File: src/hdl/gcw_pkg.sv
// Shared types, widths and constants of the generalized cosine window block.
package gcw_pkg;

    localparam int TAP_W      = 12;
    localparam int HW_W       = 11;
    localparam int COEF_W     = 20;
    localparam int WEIGHT_W   = 23;
    localparam int ANG_W      = 17;
    localparam int COS_W      = 32;
    localparam int PROD_W     = COEF_W + COS_W;
    localparam int ACC_W      = 54;
    localparam int CFG_IDX_W  = 3;
    localparam int CFG_DATA_W = 20;
    localparam int FIFO_DEPTH = 4;

    localparam int MAX_HALF_WIDTH_DEF  = 1024;
    localparam int COS_TABLE_DEPTH_DEF = 1024;

    localparam longint PI_Q30   = 64'sd3373259426;
    localparam longint ONE_Q30  = 64'sd1073741824;
    localparam longint HALF_Q30 = 64'sd536870912;
    localparam longint W_MAX    = 64'sd4194303;
    localparam longint W_MIN    = -64'sd4194304;

    localparam logic [HW_W-1:0]   HALF_WIDTH_RST = 11'd16;
    localparam logic [COEF_W-1:0] COEF_A0_RST    = 20'd32768;
    localparam logic [COEF_W-1:0] COEF_A1_RST    = 20'd32768;

    typedef enum logic [CFG_IDX_W-1:0] {
        REG_HALF_WIDTH = 3'd0,
        REG_COEF_A0    = 3'd1,
        REG_COEF_A1    = 3'd2,
        REG_COEF_A2    = 3'd3,
        REG_COEF_A3    = 3'd4,
        REG_COEF_A4    = 3'd5
    } cfg_reg_t;

    typedef struct packed {
        logic signed [COEF_W-1:0] a0;
        logic signed [COEF_W-1:0] a1;
        logic signed [COEF_W-1:0] a2;
        logic signed [COEF_W-1:0] a3;
        logic signed [COEF_W-1:0] a4;
    } coef_set_t;

    typedef struct packed {
        logic [HW_W-1:0] mag;
        logic            outside;
    } item_t;

    typedef struct packed {
        logic full;
        logic empty;
    } fifo_stat_t;

endpackage

File: src/hdl/gcw_fifo.sv
// Short queue between the front end and the arithmetic pipeline.
module gcw_fifo import gcw_pkg::*; (
    input  logic       aclk,
    input  logic       aresetn,
    input  logic       push,
    input  item_t      push_item,
    input  logic       pop,
    output item_t      head,
    output fifo_stat_t stat
);

    localparam int FP_W = $clog2(FIFO_DEPTH);
    localparam int FC_W = $clog2(FIFO_DEPTH + 1);

    item_t            mem [FIFO_DEPTH];
    logic [FP_W-1:0]  wr_ptr_reg;
    logic [FP_W-1:0]  rd_ptr_reg;
    logic [FC_W-1:0]  cnt_reg;
    logic             do_push;
    logic             do_pop;

    assign stat.full  = cnt_reg == FC_W'(FIFO_DEPTH);
    assign stat.empty = cnt_reg == '0;
    assign do_push    = push && !stat.full;
    assign do_pop     = pop && !stat.empty;
    assign head       = mem[rd_ptr_reg];

    always_ff @(posedge aclk) begin
        if (!aresetn) begin
            wr_ptr_reg <= '0;
            rd_ptr_reg <= '0;
            cnt_reg    <= '0;
        end else begin
            if (do_push) begin
                wr_ptr_reg <= FP_W'(wr_ptr_reg + 1'b1);
            end
            if (do_pop) begin
                rd_ptr_reg <= FP_W'(rd_ptr_reg + 1'b1);
            end
            if (do_push && !do_pop) begin
                cnt_reg <= FC_W'(cnt_reg + 1'b1);
            end else if (do_pop && !do_push) begin
                cnt_reg <= FC_W'(cnt_reg - 1'b1);
            end
        end
    end

    always_ff @(posedge aclk) begin
        if (do_push) begin
            mem[wr_ptr_reg] <= push_item;
        end
    end

endmodule

File: config.mk
export PLATFORM = sky130hd
export DESIGN_NAME = gcw_fifo
export DESIGN_NICKNAME = d
export VERILOG_FILES = /design/src/hdl/gcw_pkg.sv /design/src/hdl/gcw_fifo.sv
export SDC_FILE = /design/constraint.sdc
export NUM_CORES = 1
export LEC_CHECK = 0
export BUFFER_PORTS_ARGS = -buffer_cell sky130_fd_sc_hd__buf_2
export CAP_MARGIN = 20
export CORE_MARGIN = 1
export CORE_UTILIZATION = 55
export CTS_BUF_LIST = sky130_fd_sc_hd__clkbuf_4 sky130_fd_sc_hd__clkbuf_8
export CTS_CLUSTER_DIAMETER = 60
export DETAILED_ROUTE_END_ITERATION = 10
export PLACE_DENSITY = 0.79
export SLEW_MARGIN = 20
export SYNTH_ARGS = -nofsm -noshare
export SYNTH_HDL_FRONTEND = slang
export SYNTH_SLANG_ARGS = --single-unit
File: constraint.sdc
create_clock -name aclk -period 2.4 [get_ports aclk]
set_input_delay 0.48 -clock aclk [delete_from_list [all_inputs] [get_ports aclk]]
set_output_delay 0.48 -clock aclk [all_outputs]
set_load 0.01 [all_outputs]
==> Word-level counts from Yosys, hierarchy flattened <==
Memory sizes are Yosys's and may differ from the RTL's. A register that Yosys moved wholly into a read port is not among the register bits.
Index checks and enable logic that the tools add are counted.
W data, S select, Z words.
{ "word_totals": {"wordCells": 25, "register_bits": 7, "memories": 1, "ramBits": 48, "in_bits": 16, "output_inout_bits": 14} }
{ "op_classes": {"mux": 6, "n_addsub": 4, "n_eq_ne": 1, "reduce_logical": 10} }
{ "memory_table": {"columns": ["name", "depth", "word_bits", "read_ports", "rd_clocked_by_memory_dff", "write_ports", "line_no", "source"], "rows": [
  ["mem", 4, 12, 1, 1, 1, "gcw_fifo.sv:15", "item_t mem [FIFO_DEPTH];"]
]} }
{ "ops": {"columns": ["operator", "count"], "rows": [
  ["$mux W3", 2],
  ["$add A2 B1 Y2 const B", 2],
  ["$logic_and A1 B1 Y1", 4],
  ["$logic_not A1 Y1", 4],
  ["$mux W2", 2],
  ["$add A3 B1 Y3 const B", 1],
  ["$eq A3 B3 Y1 const B", 1],
  ["$logic_not A3 Y1", 1],
  ["$sub A3 B1 Y3 const B", 1],
  ["$mux W1", 2],
  ["$reduce_bool A2 Y1", 1]
]} }

==> Depth between registers and ports, before layout <==
Gate-level depths: netlist of the first run.
{ "depth": {"depth_word": 7, "depth_mapped": 9, "mapped_depth_nobuf": 8} }

==> Worst setup path after synthesis of the first run <==
Ideal clock, no wire load.
{ "synth_path": {"path_kind": "flip-flop to flip-flop", "startpoint": "register cnt_reg[0]", "endpoint": "register cnt_reg[2]", "path_slack_ns": 0.364, "required_time_ns": 2.330, "setup_ns": 0.070, "t_arrival_ns": 1.966, "period_less_slack_ns": 2.036, "n_path_buf": 1, "path_stages_with_launch": 10, "path_cell_list": "dfxtp_1 > nor3b_2 > nor2b_1 > buf_6 > ha_1 > inv_1 > fa_1 > xor2_1 > or3_1 > a21boi_1"} }
{ "synth_lines": {"columns": ["element", "line_no", "source"], "rows": [
  ["start, declared", "gcw_fifo.sv:18", "logic [FC_W-1:0] cnt_reg;"],
  ["start signal, assigned", "gcw_fifo.sv:41", "cnt_reg <= FC_W'(cnt_reg + 1'b1);"],
  ["start signal, assigned", "gcw_fifo.sv:43", "cnt_reg <= FC_W'(cnt_reg - 1'b1);"]
]} }

==> Worst setup path in the final report of the first run <==
{ "layout_path": {"startpoint": "register cnt_reg[1]", "endpoint": "register cnt_reg[2]"} }
{ "layout_via": {"elab_chain_cells": 6, "word_cells_on_any_way": 15, "cone_classes": "add/sub: 2; eq/ne: 1; mux: 2; reduce/logical: 10"} }
{ "layout_rtl": {"columns": ["element"], "rows": [
  ["branches (longest 6 deep; another with $sub A3 B1 Y3)"]
]} }
Several ways; the timed one is not identified. The select of a mux whose other input is x is not followed.
A chain may end at the register's enable or synchronous reset.

==> results of run 1 <==
## through the flow
stage	cells	power (mW)	worst slack, ps
2_1_floorplan	110	1.79	364
3_3_place_gp	186	1.98	430
3_5_place_dp	186	2.01	324
4_1_cts	202	2.86	302
5_1_grt	202	2.98	190
6_report	202	2.83	344
## layer usage
layer,up-vias,part of all wire (%),global-route usage [%],wire (um)
li1,507,-,-,-
met1,531,42,20.5,1360
met2,26,51,29.8,1660
met3,9,5.3,7.64,171
met4,0,1.8,8.97,60
met5,-,0,0,0
## final cells by class
type	count	area, um^2
tap	48	60.1
sequential	57	1620
multi-input combinational	46	553
clock buffer	10	138
fill	233	1160
timing repair buffer	32	168
clock inverter	6	57.6
inverter	3	11.3
## worst max path at each step
stage                                 start                 endpoint  slack [ps]  depth (start not counted)
detailed placement  cnt_reg[0]$_SDFFE_PN0P_  cnt_reg[2]$_SDFFE_PN0P_         320                          8
finish              cnt_reg[1]$_SDFFE_PN0P_  cnt_reg[2]$_SDFFE_PN0P_         340                          7
floorplan           cnt_reg[0]$_SDFFE_PN0P_  cnt_reg[2]$_SDFFE_PN0P_         360                          9
global placement                       push  cnt_reg[2]$_SDFFE_PN0P_         430                          8
CTS                                    flop                  head[6]         300                          2
global route        cnt_reg[0]$_SDFFE_PN0P_  cnt_reg[2]$_SDFFE_PN0P_         190                          8
## kinds of logic (layout without fill, tap and decap cells)
family / Yosys count / after routing
flip-flops: 57 / 57
XOR/XNOR: 4 / 4
buffers and inverters: 7 / 51
AND/OR/NAND/NOR: 17 / 17
multiplexers: 15 / 15
AO/OA/AOI/OAI: 4 / 4
adder cells (fa/ha/maj): 6 / 6
## cell usage after synthesis, types with 2 or more instances
| cell | n |
|---|---|
| mux4_2 | 12 |
| edfxtp_1 | 48 |
| inv_1 | 3 |
| xnor2_1 | 3 |
| ha_1 | 5 |
| buf_6 | 2 |
| mux2i_1 | 3 |
| dfxtp_1 | 9 |
| and2_1 | 8 |
| nand2_1 | 4 |
| nor2b_1 | 2 |
## power by group through the flow
stage,logic (mW),registers (mW),clock network [mW]
final,0.673,1.30,0.856
after global routing,0.759,1.31,0.903
after CTS,0.695,1.30,0.868
after detailed placement,0.692,1.32,0
after global placement,0.669,1.31,0
after floorplan,0.493,1.29,0
==> impl_results.md, run 1 <==
* Outcome: finished clean
* Grt ovf at 0
* Pint at 2.07 mW
* Fin nets at 171
* Yosys top cell by area: edfxtp_1
* Synthesized Nets at 132
* Fmax at 486 MHz
* Netlist Area Pre-Place at 2220 um^2
* Yosys reg bits at 57
* Largest net degree at the start of global routing at 13
* Power Density at 1080 nW/um^2
* Most frequent cells in the layout: edfxtp_1 (48), buf_2 (29), mux4_2 (12), clkbuf_8 (10), dfxtp_1 (9)
* EDFF count, synth at 48
* I/O pin cnt at 30
* Largest cells by area after synthesis: edfxtp_1 (65%), mux4_2 (12%), dfxtp_1 (8.1%)
* Synth Area in Adders at 3.72%
* Die width at 65.5 um
* IR drop worst, VDD at 0.575 mV
* Fin area at 2610 um^2
* Antenna fix cells at 0
* Post-route DRC at 0
* Die Height at 65.5 um
* Switch Pwr at 0.753 mW
* Gate Count Post-Synth at 110
* Fin. max-slew vios at 0
* Sequential area share after synthesis at 73.1%
* Sw Share at 26.6%
* Setup crit start kind: flop
* Synth warn at 0
* XOR/XNOR share of the synthesized area at 1.58%
* Hold Vio Cnt, Final at 0
* Rel. slew slack at 56.9%
* Slew @ Worst Pin at 647 ps
* Setup TNS at 0 ps
* Synth Area in Simple Gates at 4.57%
* Pleak at 0.942 nW
* Crit Path Max Fanout at 6
* Vias per cell at 5.31
* DR vias at 1073
* Most common cell after layout, fill and taps aside: edfxtp_1
* DIE AREA at 4290 um^2
* Synth unique cells at 22
* Routed WL at 3260 um
* Area growth syn-to-layout at 17.7%
* CP peak stage delay at 380 ps
* ANT nets after route at 0
* Critical Path End Type: flop
* # rows at 22
* Vias in the first global route at 1131
* Initial Util at 58.8%
* DP HPWL at 2220 um
* Post-CTS Setup Inserts at 0
* WHS Endpoint: mem[0][1]$_DFFE_PP_
* Wire per inst at 16.1 um
* CTS buffer count at 9
* Critical path buffers and inverters at 1
* Tot GR Track Use at 18.2%
* Final Critical Period at 2060 ps
* Multiplexer share of the synthesized area at 13.5%
* Worst-skew pair later-pin latency at 320 ps
* Flop pwr share at 45.9%
* Final GP Congestion at 0.650
* Synth Area in Compound Gates at 1.52%
* Maxcap violations at 0
* RSZ-0062 raised after global routing: false
* Number of buffers added on ports at 29
* CTS max path bufs at 2
* Crit path arrival time at 2310 ps
* R2R Setup Slk at 340 ps
* CTS tree: yes
* Placed cell area at 2410 um^2
* Worst r2r src: cnt_reg[1]$_SDFFE_PN0P_
* Skew final at 3.91 ps
* Largest family of logic cells by synthesized area: multiplexers
* Setup violators final at 0
* Max reg flops at 48
* Worst reg2reg path depth at 7
* CTS root buffer: clkbuf_8
* Final core occ at 69.2%
* CTS sink count at 57
* H-tree Lvls at 3
* First DRT Iteration DRCs at 44
* Core Footprint at 3770 um^2
* WS Path Type: reg -> reg
* Critical Path RT at 2650 ps
* CP top delay family: adder cells
* Hold depth at 1
* CP max stage cell: dfxtp_1
* Hold buffers post-CTS at 0
* Hold slack at 369 ps
* Crit share post-route at 85.7%
* Hold Crit Start: push_item[1]
* Hold Path Class: in -> reg
* Initial antenna violation count at 0
* Clock share of power at 30.3%
* Share of layout cells above drive strength 1 at 40.3%
* Crit Reg-Reg Endpoint: cnt_reg[2]$_SDFFE_PN0P_
* Ys async rst share at 0%
* Drt pass-1 iters at 6
* Clock transition at path regs at 60 ps
* Post-cts repair resize count at 0
* Top-area cell type share of the netlist area at 65.0%
* Critical Path, Cell by Cell: o31ai_2 -> ha_1 -> inv_1 -> fa_1 -> xor2_1 -> or3_1 -> a21boi_1
* Mean Syn Cell Area at 20.2 um^2
* Combinational group share of total power at 23.8%
* First-pass GRT wire length at 5290 um
* Synth Flop Type: edfxtp_1
No activity file was read; power rests on OpenSTA's default activity.
==> run 2: changes to the inputs <==
--- a/config.mk
+++ b/config.mk
@@ -12,7 +12,7 @@
 export CTS_BUF_LIST = sky130_fd_sc_hd__clkbuf_4 sky130_fd_sc_hd__clkbuf_8
 export CTS_CLUSTER_DIAMETER = 60
 export DETAILED_ROUTE_END_ITERATION = 10
-export PLACE_DENSITY = 0.79
+export PLACE_DENSITY = 0.77
 export SLEW_MARGIN = 20
 export SYNTH_ARGS = -nofsm -noshare
 export SYNTH_HDL_FRONTEND = slang
==> constraint.sdc (replaced) <==
create_clock -name aclk -period 2.25 [get_ports aclk]
set_input_delay 0.45 -clock aclk [delete_from_list [all_inputs] [get_ports aclk]]
set_output_delay 0.45 -clock aclk [all_outputs]
set_load 0.01 [all_outputs]
==> run 2 against run 1 <==
  * Cell count is 2.0% higher
  * Die area did not move
  * Clock skew is 3.3 ps higher
  * Power grew 1.7%
  * Global-route usage up 1.4 points
  * Worst hold slack got worse by 25 ps
  * Critical path type is now reg -> out
  * Setup slack worse by 230 ps
  * Utilization grew 0.17 points
  * Via count grew 2.1%
==> impl_results.md, run 2 (synthesis gave the netlist of run 1 again) <==
* Crit Path Max Fanout at 9 (+3)
* I/O pin cnt at 30 (unchanged)
* Power Density at 1100 nW/um^2 (+1.5%)
* Worst r2r src: cnt_reg[2]$_SDFFE_PN0P_
* Combinational group share of total power at 26.1% (+2.3 points)
* Setup crit start kind: flop
* Flop pwr share at 48.3% (+2.4 points)
* Critical Path RT at 1800 ps (-850 ps)
* Die Height at 65.5 um (unchanged)
* CTS max path bufs at 2 (unchanged)
* Hold Crit Start: push_item[3]
* Pleak at 0.949 nW (+0.73%)
* Vias per cell at 5.32 (+0.16%)
* Critical Path, Cell by Cell: buf_12 -> mux4_2 -> buf_2
* Max reg flops at 48 (unchanged)
* Switch Pwr at 0.778 mW (+3.3%)
* Core Footprint at 3770 um^2 (unchanged)
* Initial antenna violation count at 0 (unchanged)
* Initial Util at 58.8% (unchanged)
* Area growth syn-to-layout at 17.9%
* RSZ-0062 raised after global routing: false
* CP peak stage delay at 520 ps (+140 ps)
* Final GP Congestion at 0.655 (+0.71%)
* CTS root buffer: clkbuf_8
* Share of layout cells above drive strength 1 at 40.5% (+0.25 points)
* WS Path Type: reg -> out
* Most common cell after layout, fill and taps aside: edfxtp_1
* Clock share of power at 25.6% (-4.7 points)
* Fin nets at 175 (+2.3%)
* Fmax at 467 MHz
* Routed WL at 3470 um (+6.5%)
* First DRT Iteration DRCs at 61 (+39%)
* Hold buffers post-CTS at 0 (unchanged)
* DIE AREA at 4290 um^2 (unchanged)
* Hold Vio Cnt, Final at 0 (unchanged)
* Setup violators final at 0 (unchanged)
* Placed cell area at 2460 um^2 (+1.8%)
* DR vias at 1096 (+2.1%)
* Sw Share at 27.1% (+0.42 points)
* Pint at 2.10 mW (+1.1%)
* Fin area at 2620 um^2 (+0.24%)
* Post-route DRC at 0 (unchanged)
* Grt ovf at 0 (unchanged)
* CTS tree: yes
* Crit path arrival time at 1690 ps (-620 ps)
* Fin. max-slew vios at 0 (unchanged)
* Die width at 65.5 um (unchanged)
* Final Critical Period at 2140 ps
* Tot GR Track Use at 19.6% (+1.4 points)
* H-tree Lvls at 3 (unchanged)
* Number of buffers added on ports at 29 (unchanged)
* CTS sink count at 57 (unchanged)
* Critical Path End Type: output pin
* Slew @ Worst Pin at 330 ps (-317 ps)
* Maxcap violations at 0 (unchanged)
* DP HPWL at 2370 um (+7.1%)
* Wire per inst at 16.8 um (+4.5%)
* Clock transition at path regs at 60 ps (about the same)
* CP max stage cell: dfxtp_1
* Vias in the first global route at 1180 (+4.3%)
* Setup TNS at 0 ps (unchanged)
* Outcome: finished clean
* Worst-skew pair later-pin latency at 320 ps (about the same)
* CTS buffer count at 9 (unchanged)
* Rel. slew slack at 77.6% (+21 points)
* ANT nets after route at 0 (unchanged)
* Crit share post-route at 95.1%
* IR drop worst, VDD at 0.573 mV (-0.32%)
* # rows at 22 (unchanged)
* Hold Path Class: in -> reg
* Largest net degree at the start of global routing at 13 (unchanged)
* Skew final at 7.22 ps (+3.31 ps)
* Most frequent cells in the layout: edfxtp_1 (48), buf_2 (29), mux4_2 (12), clkbuf_8 (9), and2_1 (8)
* Drt pass-1 iters at 4 (-2)
* Antenna fix cells at 0 (unchanged)
* First-pass GRT wire length at 5660 um (+7.2%)
## run 2: changes by cell type in the layout (fill, tap and decap cells not counted), sizes merged
cell      previous run  this run
bufinv               1         0
clkinv               4         6
buf                 32        36
clkinvlp             1         0
## run 2: final cells by class
cell class,count,area [um^2]
fillers,248,1160
repair buffers,36,210
clock buffers,10,131
multi-input cells,46,553
well taps,48,60.1
clock inverters,6,25.0
inverters,3,11.3
flip-flops and latches,57,1620
## run 2: metal layers
layer | GRT usage (%) | routed length (um) | vias up
met3 | 8.85 | 172 | 4
met5 | 0 | 0 | -
met4 | 6.52 | 15 | 0
met2 | 34.0 | 1910 | 33
met1 | 21.2 | 1370 | 543
li1 | - | - | 516
## run 2: path summary, 6_finish.rpt
path	slack, ps	cells past startpoint	endpoint
hold / removal	340	1	mem[1][3]$_DFFE_PP_
setup / recovery	110	3	head[4]
setup reg to reg	150	8	cnt_reg[2]$_SDFFE_PN0P_
hold reg to reg	530	2	wr_ptr_reg[0]$_SDFFE_PN0P_
## run 2: power groups by stage
stage               clock network (mW)  logic [mW]  registers (mW)
floorplan                            0       0.526            1.38
global placement                     0       0.739            1.40
detailed placement                   0       0.766            1.41
CTS                              0.757       0.768            1.39
global route                     0.812       0.829            1.41
finish                           0.735       0.750            1.39
## run 2: worst max-delay path, delay by kind of cell, from the launching register on
| kind | cells | cell delay, ps |
|---|---|---|
| multiplexers | 1 | 500 |
| flip-flops | 1 | 520 |
| buffers and inverters | 2 | 350 |
## run 2: stage by stage
step | setup WS [ps] | hold WS (ps) | power, mW | cells | util [%]
2_1_floorplan | 214 | 468 | 1.91 | 110 | -
3_3_place_gp | 294 | 475 | 2.14 | 190 | 65.1
3_5_place_dp | 104 | 511 | 2.18 | 190 | 65.1
4_1_cts | 51.6 | 322 | 2.92 | 206 | 69.3
5_1_grt | 3.95 | 318 | 3.05 | 206 | 69.3
6_report | 111 | 344 | 2.87 | 206 | 69.3
## run 2: repair_timing
action	in CTS	in global routing
resized for setup	0	2
buffers inserted	0	0
setup endpoints to repair	0	1
hold endpoints to repair	0	0
==> run 3: changes to the inputs <==
--- a/config.mk
+++ b/config.mk
@@ -9,7 +9,6 @@
 export CAP_MARGIN = 20
 export CORE_MARGIN = 1
 export CORE_UTILIZATION = 55
-export CTS_BUF_LIST = sky130_fd_sc_hd__clkbuf_4 sky130_fd_sc_hd__clkbuf_8
 export CTS_CLUSTER_DIAMETER = 60
 export DETAILED_ROUTE_END_ITERATION = 10
 export PLACE_DENSITY = 0.77
==> run 3 against run 2 <==
  * Sequential share of layout area grew 0.089 points
  * Power shrank 0.43%
  * Combinational power is essentially flat
  * First-iteration DRC count grew 3.3%
  * Utilization shrank 0.10 points
  * Critical endpoint unchanged
  * Largest power group unchanged
==> impl_results.md, run 3 (synthesis gave the netlist of run 1 again) <==
* Pleak at 0.945 nW (-0.36%)
* Largest net degree at the start of global routing at 13 (unchanged)
* DR vias at 1094 (-0.18%)
* Fin. max-slew vios at 0 (unchanged)
* Combinational group share of total power at 26.2% (about the same)
* # rows at 22 (unchanged)
* CTS max path bufs at 2 (unchanged)
* Finished Layout Cells at 206 (unchanged)
* Most common cell after layout, fill and taps aside: edfxtp_1
* Flop pwr share at 48.5% (+0.2 points)
* Crit path depth at 3 (unchanged)
* Crit Path Max Fanout at 9 (unchanged)
* Skew final at 7.22 ps (unchanged)
* IR drop worst, VDD at 0.573 mV (about the same)
* First-pass GRT wire length at 5660 um (unchanged)
* Outcome: finished clean
* Die Height at 65.5 um (unchanged)
* Number of buffers added on ports at 29 (unchanged)
* Tot GR Track Use at 19.6% (unchanged)
* Rel. slew slack at 77.6% (unchanged)
* RSZ-0062 raised after global routing: false
* Fin nets at 175 (unchanged)
* Slew @ Worst Pin at 330 ps (unchanged)
* Critical Path RT at 1800 ps (about the same)
* Grt ovf at 0 (unchanged)
* First DRT Iteration DRCs at 63 (+3.3%)
* CP top delay family: flip-flops
* WS Path Type: reg -> out
* Sw Share at 27.2% (+0.11 points)
* # placed instances at 190 (unchanged)
* CTS tree: yes
* Initial Util at 58.8% (unchanged)
* Final Critical Period at 2140 ps (+0.0710 ps)
* Hold Path Class: in -> reg
* Crit path arrival time at 1690 ps (about the same)
* Share of layout cells above drive strength 1 at 39.9% (-0.63 points)
* Routed WL at 3470 um (about the same)
* Drt pass-1 iters at 4 (unchanged)
* Critical Path End Type: output pin
* CTS sink count at 57 (unchanged)
* DIE AREA at 4290 um^2 (unchanged)
* Setup TNS at 0 ps (unchanged)
* Setup crit start kind: flop
* Fmax at 467 MHz (about the same)
* Initial antenna violation count at 0 (unchanged)
* Worst r2r src: cnt_reg[2]$_SDFFE_PN0P_
* R2R Setup Slk at 150 ps (about the same)
* Switch Pwr at 0.777 mW (about the same)
* Power Density at 1100 nW/um^2 (-0.29%)
* Area growth syn-to-layout at 17.8%
* Core Footprint at 3770 um^2 (unchanged)
* WHS Endpoint: mem[1][3]$_DFFE_PP_
* Die width at 65.5 um (unchanged)
* Post-CTS Setup Inserts at 0 (unchanged)
* Pint at 2.08 mW (-0.57%)
* Crit Reg-Reg Endpoint: cnt_reg[2]$_SDFFE_PN0P_
* Post-route DRC at 0 (unchanged)
* Final GP Congestion at 0.655 (unchanged)
* Vias per cell at 5.31 (-0.18%)
* Hold Vio Cnt, Final at 0 (unchanged)
* Hold slack at 344 ps (unchanged)
* Vias in the first global route at 1180 (unchanged)
* Critical Path, Cell by Cell: buf_12 -> mux4_2 -> buf_2
* Hold depth at 1 (unchanged)
* Hold Crit Start: push_item[3]
* H-tree Lvls at 3 (unchanged)
* Max reg flops at 48 (unchanged)
* Crit share post-route at 95.1% (about the same)
* DP HPWL at 2370 um (unchanged)
* CP max stage cell: dfxtp_1
* Worst-skew pair later-pin latency at 320 ps (about the same)
* Critical path buffers and inverters at 2 (unchanged)
* Clock share of power at 25.3% (-0.3 points)
* ANT nets after route at 0 (unchanged)
* Worst reg2reg path depth at 8 (unchanged)
* CP peak stage delay at 520 ps (about the same)
* Wire per inst at 16.8 um (about the same)
* Maxcap violations at 0 (unchanged)
* CTS root buffer: clkbuf_8
* Antenna fix cells at 0 (unchanged)
* CTS buffer count at 9 (unchanged)
* Most frequent cells in the layout: edfxtp_1 (48), buf_2 (29), mux4_2 (12), clkbuf_8 (9), and2_1 (8)
* Setup violators final at 0 (unchanged)
* Clock transition at path regs at 60 ps (about the same)
* I/O pin cnt at 30 (unchanged)
## run 3: cell counts in the layout (fill, tap and decap cells not counted)
No cell type changed its count.
## run 3: what timing repair did
action | 4_1_cts | 5_1_grt
hold endpoints to repair | 0 | 0
setup endpoints to repair | 0 | 1
resized for setup | 0 | 2
hold buffers | 0 | 0
## run 3: area by class of cell
cell class,count,area (um^2)
sequential,57,1620
fill,250,1160
multi-input combinational,46,553
timing repair buffer,36,210
clock buffer,10,128
tap,48,60.1
clock inverter,6,25.0
inverter,3,11.3
## run 3: power by group through the flow
stage	logic [mW]	clock network, mW	registers [mW]
6_report	0.750	0.723	1.39
5_1_grt	0.829	0.800	1.41
4_1_cts	0.768	0.744	1.39
3_5_place_dp	0.766	0	1.41
3_3_place_gp	0.739	0	1.40
2_1_floorplan	0.526	0	1.38
## run 3: worst max-delay path by stage
stage	to	slack [ps]
2_1_floorplan	cnt_reg[2]$_SDFFE_PN0P_	210
3_3_place_gp	cnt_reg[2]$_SDFFE_PN0P_	290
3_5_place_dp	cnt_reg[2]$_SDFFE_PN0P_	100
4_1_cts	head[4]	50
5_1_grt	head[5]	4
6_report	head[4]	110
## run 3: per-stage QoR
| stage | cell area, um^2 | power (mW) | util [%] | setup WS, ps |
|---|---|---|---|---|
| 4_1_cts | 2610 | 2.90 | 69.2 | 51.6 |
| 5_1_grt | 2610 | 3.04 | 69.2 | 3.95 |
| 6_report | 2610 | 2.86 | 69.2 | 111 |
| 2_1_floorplan | 2220 | 1.91 | - | 214 |
| 3_3_place_gp | 2460 | 2.14 | 65.1 | 294 |
| 3_5_place_dp | 2460 | 2.18 | 65.1 | 104 |
## run 3: per-layer routing
metal	vias up	share of wire, %	track usage, %
met5	-	0	0
met4	0	0.43	6.52
met3	4	5.0	8.85
met2	33	55	34.0
met1	541	39	21.2
li1	516	-	-
