<file path="src/hdl/gcw_pkg.sv">
// Shared types, widths and constants of the generalized cosine window block.
package gcw_pkg;

    localparam int TAP_W      = 12;
    localparam int HW_W       = 11;
    localparam int COEF_W     = 20;
    localparam int WEIGHT_W   = 23;
    localparam int ANG_W      = 17;
    localparam int COS_W      = 32;
    localparam int PROD_W     = COEF_W + COS_W;
    localparam int ACC_W      = 54;
    localparam int CFG_IDX_W  = 3;
    localparam int CFG_DATA_W = 20;
    localparam int FIFO_DEPTH = 4;

    localparam int MAX_HALF_WIDTH_DEF  = 1024;
    localparam int COS_TABLE_DEPTH_DEF = 1024;

    localparam longint PI_Q30   = 64'sd3373259426;
    localparam longint ONE_Q30  = 64'sd1073741824;
    localparam longint HALF_Q30 = 64'sd536870912;
    localparam longint W_MAX    = 64'sd4194303;
    localparam longint W_MIN    = -64'sd4194304;

    localparam logic [HW_W-1:0]   HALF_WIDTH_RST = 11'd16;
    localparam logic [COEF_W-1:0] COEF_A0_RST    = 20'd32768;
    localparam logic [COEF_W-1:0] COEF_A1_RST    = 20'd32768;

    typedef enum logic [CFG_IDX_W-1:0] {
        REG_HALF_WIDTH = 3'd0,
        REG_COEF_A0    = 3'd1,
        REG_COEF_A1    = 3'd2,
        REG_COEF_A2    = 3'd3,
        REG_COEF_A3    = 3'd4,
        REG_COEF_A4    = 3'd5
    } cfg_reg_t;

    typedef struct packed {
        logic signed [COEF_W-1:0] a0;
        logic signed [COEF_W-1:0] a1;
        logic signed [COEF_W-1:0] a2;
        logic signed [COEF_W-1:0] a3;
        logic signed [COEF_W-1:0] a4;
    } coef_set_t;

    typedef struct packed {
        logic [HW_W-1:0] mag;
        logic            outside;
    } item_t;

    typedef struct packed {
        logic full;
        logic empty;
    } fifo_stat_t;

endpackage

</file>
<file path="src/hdl/gcw_front.sv">
// Front end: takes tap beats, folds the sign, clamps the half width, flags outside taps.
module gcw_front import gcw_pkg::*; #(
    parameter int MAX_HALF_WIDTH = MAX_HALF_WIDTH_DEF
) (
    input  logic                    aclk,
    input  logic                    aresetn,
    input  logic                    s_valid,
    output logic                    s_ready,
    input  logic signed [TAP_W-1:0] tap,
    input  logic [HW_W-1:0]         half_width,
    input  logic                    fifo_full,
    output logic                    push,
    output item_t                   push_item,
    output logic [HW_W-1:0]         h_eff
);

    logic              vld_reg;
    item_t             item_reg;
    logic [TAP_W-1:0]  mag_in;
    logic              outside_in;

    always_comb begin
        if (half_width == '0) begin
            h_eff = HW_W'(1);
        end else if (32'(half_width) > MAX_HALF_WIDTH) begin
            h_eff = HW_W'(MAX_HALF_WIDTH);
        end else begin
            h_eff = half_width;
        end
        mag_in     = tap[TAP_W-1] ? TAP_W'(-tap) : TAP_W'(tap);
        outside_in = mag_in > {1'b0, h_eff};
    end

    assign s_ready   = !vld_reg || !fifo_full;
    assign push      = vld_reg && !fifo_full;
    assign push_item = item_reg;

    always_ff @(posedge aclk) begin
        if (!aresetn) begin
            vld_reg <= 1'b0;
        end else if (s_valid && s_ready) begin
            vld_reg <= 1'b1;
        end else if (push) begin
            vld_reg <= 1'b0;
        end
    end

    // Outside taps carry a zero magnitude so the divider stays in range.
    always_ff @(posedge aclk) begin
        if (s_valid && s_ready) begin
            item_reg.outside <= outside_in;
            item_reg.mag     <= outside_in ? '0 : mag_in[HW_W-1:0];
        end
    end

endmodule

</file>
<file path="config.mk">
export PLATFORM = sky130hd
export DESIGN_NAME = gcw_front
export DESIGN_NICKNAME = d
export VERILOG_FILES = /design/src/hdl/gcw_pkg.sv /design/src/hdl/gcw_front.sv
export SDC_FILE = /design/constraint.sdc
export NUM_CORES = 1
export LEC_CHECK = 0
export ABC_AREA = 1
export BUFFER_PORTS_ARGS = -buffer_cell sky130_fd_sc_hd__buf_2
export CAP_MARGIN = 10
export CORE_ASPECT_RATIO = 1.75
export CORE_UTILIZATION = 52
export CTS_CLUSTER_SIZE = 24
export DETAILED_ROUTE_END_ITERATION = 8
export PLACE_DENSITY = 0.84
export SLEW_MARGIN = 40
export SYNTH_ARGS = -nofsm -noshare
export SYNTH_HDL_FRONTEND = slang
export SYNTH_SLANG_ARGS = --single-unit
</file>
<file path="constraint.sdc">
create_clock -name aclk -period 6.6 [get_ports aclk]
set_clock_uncertainty 0.2 [all_clocks]
set_input_delay 1.32 -clock aclk [delete_from_list [all_inputs] [get_ports aclk]]
set_output_delay 1.32 -clock aclk [all_outputs]
set_load 0.005 [all_outputs]
</file>
Yosys cells after proc, flatten, opt, wreduce, memory -nomap -nowiden
Cells that the tools add are included.

storage, ports and cells
  RAM bits = 0
  memories = 0
  word-level logic and storage cells = 18
  memory bits (read-only) = 0
  latch bits = 0
  register bits = 13
  output and inout port bits = 25
  input port bits = 27

cells by class
  bitwise logic cells = 0
  muxes and demuxes = 5
  shift operators = 0
  add/sub/neg operators = 1
  reductions and logical operators = 7
  div/mod/pow operators = 0
  multipliers = 0
  equal/unequal tests = 0
  $lt $le $gt $ge = 2

operators with widths
  kind                                         number
  two-way mux 11 bit                           2
  > comparator 12 x 11 -> 1 bit                1
  two-way mux 12 bit                           1
  negator 12 bit                               1
  > comparator 11 bit (second input constant)  1
  logical NOT 11 bit                           1
  logical AND 1 bit                            2
  logical NOT 1 bit                            2
  two-way mux 1 bit                            2
  nonzero test 2 bit                           1
  logical OR 1 bit                             1

Depth between registers and ports, before layout
Gate-level depths: netlist of run 1.

  depth after elaboration = 4
  gate-level depth with buffers = 17
  gate-level depth less buffers = 17

Least setup slack after synthesis of run 1
OpenSTA, ideal clock, no wires.

  path type = input-to-output
  from = input half_width[6]
  to = output h_eff[0]
  stages on the path = 7
  slack = 3.070 ns
  arrival time = 2.010 ns
  data required time = 5.080 ns
  path through = inv_1 -> nand4_1 -> nor2_1 -> a21oi_1 -> inv_1 -> nand2_1 -> inv_1

between the ends
  word-level cells in the longest chain between the ends = 3
  elaborated cells between the ends (all ways) = 4
  classes of those cells = 1 x order compare; 2 x mux; 1 x reduce/logical

RTL lines
  item                  RTL line         RTL
  start, declared       gcw_front.sv:10  input logic [HW_W-1:0] half_width,
  > comparator 11 bit   gcw_front.sv:25  end else if (32'(half_width) > MAX_HALF_WIDTH) begin
  two-way mux 11 bit    gcw_front.sv:25
  two-way mux 11 bit *  gcw_front.sv:23  if (half_width == '0) begin
  end, declared         gcw_front.sv:14  output logic [HW_W-1:0] h_eff

Every way passes the cells marked *; elsewhere a longest branch is shown, timed or not.

Worst setup path in the final report of run 1
  from = input half_width[1]
  to = output h_eff[0]

The elaborated chain is that of the path after synthesis.

==> results of run 1 <==
[power by group]
group,internal (uW),switching (uW),leakage [uW]
combinational,37.7,52.2,0.000754
clock,42.5,26.8,0.0000228
sequential,102,1.94,0.000128
total,182,81.0,0.000904
[worst max-delay path by stage]
stage	start	endpoint	cells after the start
6_report	half_width[1]	h_eff[0]	9
5_1_grt	half_width[0]	h_eff[0]	9
4_1_cts	half_width[6]	h_eff[0]	9
3_5_place_dp	half_width[7]	push_item[0]	13
3_3_place_gp	half_width[7]	push_item[0]	13
2_1_floorplan	half_width[6]	h_eff[0]	7
[through the flow]
step	power [uW]	hold slack, ns	utilization	cells	instance area [um2]
after floorplan	167	0.300	-	175	1300
after global placement	193	0.290	0.665	247	1550
after detailed placement	195	0.328	0.666	247	1550
after CTS	265	0.335	0.685	251	1600
after global routing	281	0.392	0.685	251	1600
final	263	0.331	0.685	251	1600
[cell families after synthesis]
logic type	after synthesis
and+or+nand+nor	71
buffers and inverters	49
AOI/OAI and AO/OA	25
DFF	13
adders and majority gates	12
xor gates and xnor gates	5
[synth_stat cells, drive strengths merged (2+ instances only)]
library cell   n  area, um2
a21boi         6       63.8
a21oi         12       78.8
buf            3       30.0
edfxtp        12        360
ha            12        150
inv           45        169
nand2         38        153
nand3          7       40.0
nand4          3       18.8
nor2          21       98.8
o211ai         2       15.0
o21ai          4       20.0
xor2           5       43.8
[area by class of cell]
class,count,area [um2],area share
inverters,45,169,0.106
repair buffers,51,255,0.160
clock buffers,4,45.0,0.0282
well taps,25,31.3,0.0196
flip-flops and latches,13,380,0.238
multi-input cells,113,717,0.449
[layer usage]
layer  routed length [um]  GRT usage
met3                  148     0.0195
met1                  890      0.193
met4                   72      0.134
met2                 1500      0.441
met5                    0          0
[worst max-delay path, delay by kind of cell]
kind	cells	cell delay, ns
AO/OA/AOI/OAI	1	0.48
buffers and inverters	5	0.39
AND/OR/NAND/NOR	3	0.28
==> reports/qor_table.md, run 1 <==
| Stage | Result | Reported |
| --- | --- | --- |
| layout | Fraction of layout instances using a drive strength above 1 | 0.345 |
| synth | Synth Cell Area | 0.00130 mm2 |
| critical path | Worst reg2reg startpoint | vld_reg |
| clock tree | Level count of the clock H-tree | 1 |
| outcome | Outcome | finished clean |
| place | Gpl congestion | 0.869 |
| grt | Tot GR Track Use | 0.222 |
| synth | Sequential element share of the synthesized area | 0.293 |
| timing | Endpoints failing setup | 0 |
| grt | Antenna violations before repair | 0 |
| timing | Minimum period implied by the final worst setup slack | 3.97 ns |
| floorplanning | Top-level I/O count | 52 |
| hold path | Worst min path class | flip-flop to flip-flop |
| timing | Total Neg Setup Slack | 0 ns |
| timing | Slew at the pin closest to its max-slew limit | 0.659 ns |
| clock tree | Worst-case clock buffer depth | 2 |
| clock tree | Number of CTS-inserted buffers | 3 |
| critical path | Number of cell instances on the worst register-to-register path | 1 |
| synth | Simple-Gate Fraction of Synth Area | 0.258 |
| synth | Flip-flop cell with the highest count after synthesis | sky130_fd_sc_hd__edfxtp_1 |
| critical path | Stage delay of the slowest cell on the critical path | 0.48 ns |
| clock tree | Clock root buffer master | sky130_fd_sc_hd__clkbuf_8 |
| hold path | Worst Hold Launch | vld_reg |
| timing | Worst rel slew slack | 0.559 |
| timing | Max Clk Rate | 252 MHz |
| synth | Warning count from the yosys run | 0 |
| clock tree | Skew-Pair Late Insertion Delay | 0.24 ns |
| power | VDD IR max | 0.0778 mV |
| power | Power per cell area | 165 mW/mm2 |
| floorplanning | Die X | 39.7 um |
| layout | Number of antenna cells inserted | 0 |
| timing | Portion of the clock cycle consumed by the worst path in the final layout | 0.601 |
| hold path | Cells on Worst Hold Path | 2 |
| synth | Multiplexer share of the synthesized area | 0 |
| detailed routing | Initial DRC count | 28 |
| detailed routing | Pre-Repair DR Iteration Count | 4 |
| detailed routing | Detail-routed via count per cell | 4.95 |
| floorplanning | Total die area | 0.00270 mm2 |
| place | Port-buffer cells | 51 |
| grt | GR Overflow Total | 0 |
| floorplanning | Number of placement rows | 23 |
| critical path | Critical path class | input pin to primary output |
| power | Static leakage | 0.000904 uW |
| place | Minimum setup slack after placement | 2.58 ns |
| synth | Netlist cell types | 27 |
| floorplanning | Floorplan die height | 68.0 um |
| layout | Max FFs per register | 12 |
| critical path | Slack of the worst reg-to-reg path | 5.17 ns |
| hold path | Hold worst-path end | vld_reg |
| synth | Avg Cell Area, Syn | 7.41 um2 |
| critical path | Critical path launch point type | input pin |
| grt | Via count of the first global-routing pass | 1,135 |
| synth | Synth Area in Compound Gates | 0.143 |
| timing | Final worst-path setup slack | 2.63 ns |
| detailed routing | DRT antenna net count | 0 |
| clock tree | Cells resized by post-CTS repair | 0 |
| detailed routing | Total wire length | 2610 um |
| critical path | CP Max Fanout | 8 |
| detailed routing | Routed wire length per instance | 10.4 um |
| synth | Main combinational cell family by area after synthesis | simple AND/OR/NAND/NOR gates |
| synth | Adder and majority gate portion of the synthesized area | 0.116 |
| floorplanning | Initial Util | 0.556 |
| layout | Highest-count cells in the layout ignoring fill and taps | 51 x sky130_fd_sc_hd__buf_2, 44 x sky130_fd_sc_hd__inv_1, 34 x sky130_fd_sc_hd__nand2_1 |
| timing | Final hold violations | 0 |
| critical path | Cell seen most often among critical-path stages | sky130_fd_sc_hd__inv_1 |
| clock tree | Count of buffers added by post-CTS timing repair for setup | 0 |
| timing | RSZ-0062 raised after global routing | false |
| critical path | Worst Setup End Kind | primary output |
| clock tree | Number of sinks driven by the clock tree | 13 |
| floorplanning | Core region area | 0.00233 mm2 |
| timing | Max-slew violation count | 0 |
| run | Max capacitance violation total | 0 |
| synth | Parity-gate share of the synthesized area counting xor and xnor cells | 0.0338 |
| clock tree | Clock-pin slew on the worst setup and hold paths | 0.05 ns |
| layout | Nets | 266 |
| critical path | Critical path, cell by cell | buf_2, inv_1, nand4_1, nor2_1, a21oi_1, inv_1, nand2_1, inv_1, buf_2 |
| layout | Area added between synthesis and finish | 23.3% |
| place | HPWL Detailed | 2270 um |
| grt | Maximum number of pins on one net before global-route repair | 14 |
| synth | Number of flip-flops and latches in the synthesized netlist | 13 |
| synth | Synth Instances | 175 |
| critical path | Crit path arrival time | 2.45 ns |
| clock tree | Hold buffer count at CTS | 0 |
| grt | Global-route wire length before repair | 4200 um |
| detailed routing | DRC | 0 |
| detailed routing | Routed vias | 1,242 |
| synth | Number of nets in the synthesized netlist | 214 |
| synth | Async SR Flop Fraction | 0 |
| synth | EDFF count, synth | 12 |
| clock tree | TritonCTS clock tree | yes |
| layout | Number of inserted filler cells in the final layout | 202 |
| critical path | Crit path max-delay cell type | sky130_fd_sc_hd__a21oi_1 |
| critical path | Terminus of the critical flop-to-flop path | push_item[10] |
| critical path | Worst Path Required | 5.08 ns |
| layout | Most frequent standard cell in the layout excluding fill and tap cells | sky130_fd_sc_hd__buf_2 |
Note: power is estimated with default switching activity, not from simulation.
==> run 2, diff against run 1 <==
--- a/config.mk
+++ b/config.mk
@@ -9,10 +9,10 @@
 export BUFFER_PORTS_ARGS = -buffer_cell sky130_fd_sc_hd__buf_2
 export CAP_MARGIN = 10
 export CORE_ASPECT_RATIO = 1.75
-export CORE_UTILIZATION = 52
+export CORE_UTILIZATION = 48
 export CTS_CLUSTER_SIZE = 24
 export DETAILED_ROUTE_END_ITERATION = 8
-export PLACE_DENSITY = 0.84
+export PLACE_DENSITY = 0.78
 export SLEW_MARGIN = 40
 export SYNTH_ARGS = -nofsm -noshare
 export SYNTH_HDL_FRONTEND = slang
==> constraint.sdc (replaced) <==
create_clock -name aclk -period 3.7 [get_ports aclk]
set_clock_uncertainty 0.2 [all_clocks]
set_input_delay 0.74 -clock aclk [delete_from_list [all_inputs] [get_ports aclk]]
set_output_delay 0.74 -clock aclk [all_outputs]
set_load 0.005 [all_outputs]
==> reports/qor_table.md, run 2 (synthesized netlist as in run 1, its figures left out) <==
| Stage | Result | Reported | Delta |
| --- | --- | --- | --- |
| timing | Minimum period implied by the final worst setup slack | 3.01 ns |  |
| detailed routing | Pre-Repair DR Iteration Count | 4 | unchanged |
| grt | GR Overflow Total | 0 | unchanged |
| timing | Max Clk Rate | 333 MHz |  |
| critical path | Crit path arrival time | 2.90 ns | +0.45 ns |
| critical path | Terminus of the critical flop-to-flop path | push_item[0] |  |
| timing | Portion of the clock cycle consumed by the worst path in the final layout | 0.813 |  |
| layout | Number of inserted filler cells in the final layout | 258 | +28% |
| grt | Via count of the first global-routing pass | 1,209 | +6.5% |
| layout | Highest-count cells in the layout ignoring fill and taps | 51 x sky130_fd_sc_hd__buf_2, 44 x sky130_fd_sc_hd__inv_1, 34 x sky130_fd_sc_hd__nand2_1 |  |
| floorplanning | Floorplan die height | 70.7 um | +4.0% |
| clock tree | Count of buffers added by post-CTS timing repair for setup | 0 | unchanged |
| critical path | Critical path launch point type | input pin |  |
| layout | Fraction of layout instances using a drive strength above 1 | 0.348 | +0.00288 |
| timing | Final hold violations | 0 | unchanged |
| floorplanning | Core region area | 0.00252 mm2 | +8.2% |
| run | Max capacitance violation total | 0 | unchanged |
| critical path | Stage delay of the slowest cell on the critical path | 0.29 ns | -0.19 ns |
| critical path | Number of cell instances on the worst register-to-register path | 1 | unchanged |
| floorplanning | Top-level I/O count | 52 | unchanged |
| layout | Number of antenna cells inserted | 0 | unchanged |
| layout | Area added between synthesis and finish | 23.9% |  |
| clock tree | Skew-Pair Late Insertion Delay | 0.24 ns | about the same |
| place | Gpl congestion | 0.895 | +3.0% |
| layout | Most frequent standard cell in the layout excluding fill and tap cells | sky130_fd_sc_hd__buf_2 |  |
| grt | Maximum number of pins on one net before global-route repair | 14 | unchanged |
| hold path | Worst Hold Launch | vld_reg |  |
| timing | Worst rel slew slack | 0.585 | +0.0257 |
| detailed routing | Initial DRC count | 18 | -36% |
| timing | Endpoints failing setup | 0 | unchanged |
| critical path | CP Max Fanout | 8 | unchanged |
| critical path | Worst reg2reg startpoint | vld_reg |  |
| power | Sequential share of power | 0.396 | about the same |
| detailed routing | Detail-routed via count per cell | 4.86 | -1.8% |
| critical path | Crit path max-delay cell type | sky130_fd_sc_hd__ha_1 |  |
| critical path | Worst Setup End Kind | flip-flop |  |
| clock tree | TritonCTS clock tree | yes |  |
| clock tree | Hold buffer count at CTS | 0 | unchanged |
| grt | Antenna violations before repair | 0 | unchanged |
| place | Port-buffer cells | 51 | unchanged |
| detailed routing | Routed vias | 1,229 | -1.0% |
| critical path | Slack of the worst reg-to-reg path | 2.27 ns | -2.90 ns |
| grt | Global-route wire length before repair | 4450 um | +6.1% |
| clock tree | Level count of the clock H-tree | 1 | unchanged |
| power | Net load switching power | 143 uW | +77% |
| clock tree | Clock root buffer master | sky130_fd_sc_hd__clkbuf_8 |  |
| timing | Slew at the pin closest to its max-slew limit | 0.622 ns | -0.0366 ns |
| layout | Layout Utilization | 0.637 | -0.0485 |
| place | HPWL Detailed | 2390 um | +5.3% |
| clock tree | Cells resized by post-CTS repair | 0 | unchanged |
| power | Internal power component | 324 uW | +78% |
| detailed routing | DRC | 0 | unchanged |
| power | Part of the power in combinational logic | 0.344 | +0.002 |
| critical path | Critical path, cell by cell | buf_2, inv_1, nand4_1, nor2_1, a21oi_1, nor2_1, inv_1, ha_1, nand2_1, nor3_4, nand3_1, buf_4, a21boi_2 |  |
| timing | RSZ-0062 raised after global routing | false |  |
| grt | Tot GR Track Use | 0.211 | -0.0117 |
| detailed routing | Routed wire length per instance | 10.5 um | +1.5% |
| detailed routing | Total wire length | 2670 um | +2.3% |
| power | Static leakage | 0.000908 uW | +0.46% |
| detailed routing | DRT antenna net count | 0 | unchanged |
| power | Share of power burned in the clock network | 0.260 | -0.004 |
| clock tree | Number of sinks driven by the clock tree | 13 | unchanged |
| power | VDD IR max | 0.127 mV | +63% |
| timing | Max-slew violation count | 0 | unchanged |
| floorplanning | Number of placement rows | 24 | +4.3% |
| critical path | Worst Path Required | 3.60 ns | -1.48 ns |
| floorplanning | Die X | 41.3 um | +3.9% |
| critical path | Startpoint of the most critical setup path | half_width[7] |  |
| timing | Total Neg Setup Slack | 0 ns | unchanged |
| layout | Max FFs per register | 12 | unchanged |
| critical path | Worst setup path end | push_item[2] |  |
| layout | Nets | 267 | +0.38% |
| critical path | Critical path class | input pin to flip-flop |  |
| clock tree | Clock-pin slew on the worst setup and hold paths | 0.05 ns | about the same |
| hold path | Worst min path class | flip-flop to flip-flop |  |
| outcome | Outcome | finished clean |  |
| floorplanning | Initial Util | 0.514 | -0.0422 |
| power | Switching part of the total power | 0.307 | -0.00140 |
| clock tree | Number of CTS-inserted buffers | 3 | unchanged |
| clock tree | Worst-case clock buffer depth | 2 | unchanged |
| power | Power per cell area | 291 mW/mm2 | +77% |
| floorplanning | Total die area | 0.00292 mm2 | +8.0% |
-- run 2: cell count changes in the layout (fill, tap and decap cells not counted), sizes merged --
cell	delta
buf	+1
-- run 2: how the worst min path moves through the flow --
stage	endpoint	slack [ns]	cells past startpoint
after floorplan	vld_reg	0.30	2
after global placement	vld_reg	0.29	2
after detailed placement	vld_reg	0.34	2
after CTS	vld_reg	0.36	2
after global routing	vld_reg	0.41	2
final	vld_reg	0.35	2
-- run 2: critical path: cells and delay by family --
kind                     cells  cell delay [ns]
adder cells (fa/ha/maj)      1             0.29
AND/OR/NAND/NOR              6             1.04
AO/OA/AOI/OAI                2             0.33
buffers and inverters        4             0.50
-- run 2: final cells by class --
| cell class | instances | area (um2) | share of cell area |
|---|---|---|---|
| timing repair buffer | 52 | 263 | 0.164 |
| tap | 26 | 32.5 | 0.0202 |
| multi-input combinational | 113 | 717 | 0.446 |
| sequential | 13 | 380 | 0.237 |
| inverter | 45 | 169 | 0.105 |
| clock buffer | 4 | 45.0 | 0.0280 |
-- run 2: metal layers --
layer / vias up / track usage / wire length (um)
met1: 528 / 0.191 / 955
met2: 45 / 0.396 / 1450
met4: 0 / 0.115 / 104
met5: - / 0 / 0
met3: 8 / 0.0219 / 154
li1: 648 / - / -
-- run 2: per-stage QoR --
step	std cells	setup slack, ns	power, uW	instance area (um2)	hold WS [ns]
finish	253	0.694	468	1610	0.349
global route	253	0.387	510	1610	0.413
CTS	253	0.699	473	1610	0.363
detailed placement	249	0.455	350	1560	0.344
global placement	249	0.509	343	1560	0.290
floorplan	175	0.925	298	1300	0.300
-- run 2: power groups by stage --
stage,clock (uW),combinational [uW],sequential [uW]
3_3_place_gp,0,156,187
3_5_place_dp,0,161,188
6_report,122,161,185
5_1_grt,135,187,188
2_1_floorplan,0,108,191
4_1_cts,125,162,185
==> run 3, diff against run 2 <==
--- a/config.mk
+++ b/config.mk
@@ -5,14 +5,14 @@
 export SDC_FILE = /design/constraint.sdc
 export NUM_CORES = 1
 export LEC_CHECK = 0
-export ABC_AREA = 1
+export ABC_AREA = 0
 export BUFFER_PORTS_ARGS = -buffer_cell sky130_fd_sc_hd__buf_2
 export CAP_MARGIN = 10
 export CORE_ASPECT_RATIO = 1.75
-export CORE_UTILIZATION = 48
+export CORE_UTILIZATION = 41
 export CTS_CLUSTER_SIZE = 24
 export DETAILED_ROUTE_END_ITERATION = 8
-export PLACE_DENSITY = 0.78
+export PLACE_DENSITY = 0.74
 export SLEW_MARGIN = 40
 export SYNTH_ARGS = -nofsm -noshare
 export SYNTH_HDL_FRONTEND = slang
==> constraint.sdc (replaced) <==
create_clock -name aclk -period 2.6 [get_ports aclk]
set_clock_uncertainty 0.2 [all_clocks]
set_input_delay 0.52 -clock aclk [delete_from_list [all_inputs] [get_ports aclk]]
set_output_delay 0.52 -clock aclk [all_outputs]
set_load 0.005 [all_outputs]
==> reports/qor_table.md, run 3 <==
| Stage | Result | Reported | Delta |
| --- | --- | --- | --- |
| outcome | Outcome | finished with violations |  |
| outcome | Violations in the final reports | negative setup slack |  |
| synth | Number of flip-flops and latches in the synthesized netlist | 13 | unchanged |
| synth | Post-synth top cells | 16 x sky130_fd_sc_hd__inv_1, 16 x sky130_fd_sc_hd__nand2_1, 14 x sky130_fd_sc_hd__nor2_1 |  |
| grt | Maximum number of pins on one net before global-route repair | 13 | -1 |
| timing | Portion of the clock cycle consumed by the worst path in the final layout | 1.28 |  |
| synth | EDFF count, synth | 12 | unchanged |
| synth | Avg Cell Area, Syn | 8.68 um2 | +17% |
| layout | Highest-count cells in the layout ignoring fill and taps | 50 x sky130_fd_sc_hd__buf_2, 38 x sky130_fd_sc_hd__buf_4, 16 x sky130_fd_sc_hd__nand2_1 |  |
| floorplanning | Initial Util | 0.432 | -0.0822 |
| layout | Nets | 257 | -3.7% |
| layout | Fraction of layout instances using a drive strength above 1 | 0.548 | +0.200 |
| timing | Endpoints failing setup | 12 | +12 |
| clock tree | Number of sinks driven by the clock tree | 13 | unchanged |
| place | HPWL Detailed | 2680 um | +12% |
| synth | Top cells by area in the synthesized netlist | sky130_fd_sc_hd__edfxtp_1 33%, sky130_fd_sc_hd__ha_1 14%, sky130_fd_sc_hd__inv_1 5.6% |  |
| clock tree | Worst-case clock buffer depth | 2 | unchanged |
| place | Post-Place Cell Area | 0.00158 mm2 | +1.1% |
| timing | Max Clk Rate | 299 MHz |  |
| floorplanning | Total die area | 0.00284 mm2 | -2.7% |
| synth | Warning count from the yosys run | 0 | unchanged |
| place | Port-buffer cells | 51 | unchanged |
| power | Overall Power | 819 uW | +75% |
| layout | Area added between synthesis and finish | 74.3% |  |
| grt | Tot GR Track Use | 0.262 | +0.0513 |
| critical path | Critical path launch point type | input pin |  |
| timing | Final worst-path setup slack | -0.741 ns | -1.43 ns |
| layout | Non-filler cells in the finished layout | 243 | -4.0% |
| critical path | CP Max Fanout | 6 | -2 |
| detailed routing | Pre-Repair DR Iteration Count | 4 | unchanged |
| clock tree | Number of CTS-inserted buffers | 3 | unchanged |
| detailed routing | DRT antenna net count | 0 | unchanged |
| clock tree | Skew-Pair Late Insertion Delay | 0.25 ns | about the same |
| timing | Minimum period implied by the final worst setup slack | 3.34 ns |  |
| layout | Layout Utilization | 0.753 | +0.116 |
| detailed routing | Initial DRC count | 36 | +18 |
| critical path | Worst Path Required | 2.40 ns | -1.20 ns |
| detailed routing | Routed vias | 1,290 | +5.0% |
| critical path | Worst setup path end | push_item[9] |  |
| power | Power per cell area | 436 mW/mm2 | +50% |
| layout | Total non-filler cell area in the finished layout | 0.00188 mm2 | +17% |
| floorplanning | Number of placement rows | 24 | unchanged |
| synth | Netlist cell types | 35 | +30% |
| critical path | Worst reg2reg startpoint | vld_reg |  |
| floorplanning | Floorplan die height | 69.8 um | -1.4% |
| synth | Flip-flop cell with the highest count after synthesis | sky130_fd_sc_hd__edfxtp_1 |  |
| grt | Antenna violations before repair | 0 | unchanged |
| grt | Global-route wire length before repair | 5260 um | +18% |
| synth | Largest area contributor in the netlist | sky130_fd_sc_hd__edfxtp_1 |  |
| critical path | Critical path class | input pin to flip-flop |  |
| critical path | Worst Setup End Kind | flip-flop |  |
| critical path | Slack of the worst reg-to-reg path | 1.16 ns | -1.11 ns |
| layout | Number of antenna cells inserted | 0 | unchanged |
| floorplanning | Top-level I/O count | 52 | unchanged |
| synth | Synth Instances | 124 | -29% |
| layout | Max FFs per register | 12 | unchanged |
| grt | Via count of the first global-routing pass | 1,208 | -0.083% |
| clock tree | Level count of the clock H-tree | 1 | unchanged |
| power | Static leakage | 0.000980 uW | +7.9% |
| synth | Synth Cell Area | 0.00108 mm2 | -17% |
| timing | RSZ-0062 raised after global routing | true |  |
| critical path | Number of cell instances on the worst register-to-register path | 2 | +1 |
| layout | Most frequent standard cell in the layout excluding fill and tap cells | sky130_fd_sc_hd__buf_2 |  |
| run | Max capacitance violation total | 0 | unchanged |
| power | VDD IR max | 0.218 mV | +72% |
| floorplanning | Core region area | 0.00249 mm2 | -1.2% |
| critical path | Crit path arrival time | 3.15 ns | +0.25 ns |
| timing | Max-slew violation count | 0 | unchanged |
| timing | Worst rel slew slack | 0.638 | +0.0532 |
| clock tree | Clock-pin slew on the worst setup and hold paths | 0.06 ns | about the same |
| synth | Share of Yosys cell area claimed by the top area cell type | 0.335 | +0.0569 |
| synth | Sequential element share of the synthesized area | 0.353 | +0.0601 |
| detailed routing | DRC | 0 | unchanged |
| hold path | Worst min path class | input pin to flip-flop |  |
| timing | Final hold violations | 0 | unchanged |
| grt | GR Overflow Total | 0 | unchanged |
| detailed routing | Routed wire length per instance | 16.3 um | +55% |
| synth | Number of nets in the synthesized netlist | 163 | -24% |
| clock tree | Hold buffer count at CTS | 0 | unchanged |
| detailed routing | Detail-routed via count per cell | 5.31 | +9.3% |
| clock tree | TritonCTS clock tree | yes |  |
| place | Gpl congestion | 0.935 | +4.6% |
| timing | Slew at the pin closest to its max-slew limit | 0.543 ns | -0.0797 ns |
| place | Inst Count DP | 225 | -9.6% |
| synth | Async SR Flop Fraction | 0 | unchanged |
| clock tree | Clock root buffer master | sky130_fd_sc_hd__clkbuf_8 |  |
| critical path | Terminus of the critical flop-to-flop path | push_item[6] |  |
| critical path | Startpoint of the most critical setup path | tap[4] |  |
| detailed routing | Total wire length | 3960 um | +49% |
| floorplanning | Die X | 40.7 um | -1.3% |
-- run 3: changes by cell type after synthesis, sizes merged, moves of 3 or more --
cell,delta
inv,-29
nand2,-22
a21oi,-9
nor2,-7
a21boi,-6
nor2b,+6
xnor2,+6
nand3,-5
buf,-3
-- run 3: logic make-up (layout without fill, tap and decap cells) --
group | count (synthesis) | in the layout | share of synthesized area
adders and majority gates | 12 | 12 | 0.140
xor gates and xnor gates | 9 | 9 | 0.0733
and+or+nand+nor | 50 | 50 | 0.230
AOI/OAI and AO/OA | 20 | 20 | 0.134
DFF | 13 | 13 | 0.353
buffers and inverters | 20 | 113 | 0.0698
-- run 3: worst min-delay path by stage --
stage	startpoint	end	slack (ns)	cells past startpoint
6_report	aresetn	vld_reg	0.28	2
3_3_place_gp	vld_reg	vld_reg	0.30	2
2_1_floorplan	vld_reg	vld_reg	0.29	2
5_1_grt	aresetn	vld_reg	0.31	2
3_5_place_dp	vld_reg	vld_reg	0.34	2
4_1_cts	aresetn	vld_reg	0.29	2
-- run 3: power breakdown --
group | internal, uW | switching, uW
Combinational | 184 | 180
Clock | 109 | 79.6
Sequential | 261 | 5.91
Total | 553 | 265
-- run 3: what timing repair did --
item	in CTS	in global routing
pin swaps	5	12
gates cloned	0	1
setup buffers	2	11
gates resized for setup	5	25
setup endpoints to repair	12	12
-- run 3: final cells by class --
| class | instances | area, um2 |
|---|---|---|
| flip-flops and latches | 13 | 380 |
| fillers | 188 | 617 |
| clock buffers | 4 | 45.0 |
| repair buffers | 92 | 581 |
| well taps | 26 | 32.5 |
| multi-input cells | 91 | 773 |
| inverters | 17 | 63.8 |
-- run 3: per-stage QoR --
| step | TNS (ns) | worst slack, ns | hold slack (ns) |
|---|---|---|---|
| after detailed placement | -8.63 | -0.808 | 0.337 |
| final | -8.33 | -0.741 | 0.282 |
| after floorplan | -5.54 | -0.493 | 0.287 |
| after global placement | -7.90 | -0.760 | 0.304 |
| after global routing | -8.88 | -0.779 | 0.312 |
| after CTS | -5.10 | -0.451 | 0.292 |
-- run 3: worst max-delay path: stages --
cell and delay [ns]:
sky130_fd_sc_hd__buf_6 0.09, sky130_fd_sc_hd__or4_4 0.59, sky130_fd_sc_hd__o31ai_1 0.39, sky130_fd_sc_hd__xnor2_1 0.23, sky130_fd_sc_hd__ha_1 0.37, sky130_fd_sc_hd__nand3_4 0.09
sky130_fd_sc_hd__a211o_1 0.32, sky130_fd_sc_hd__a31oi_4 0.20, sky130_fd_sc_hd__buf_4 0.14, sky130_fd_sc_hd__buf_6 0.13, sky130_fd_sc_hd__nor2_1 0.06
-- run 3: per-layer routing --
layer,wire [um],global-route usage,vias to the layer above
li1,-,-,617
met1,1290,0.253,613
met5,0,0,-
met2,2350,0.499,45
met3,151,0.0288,15
met4,169,0.0889,0
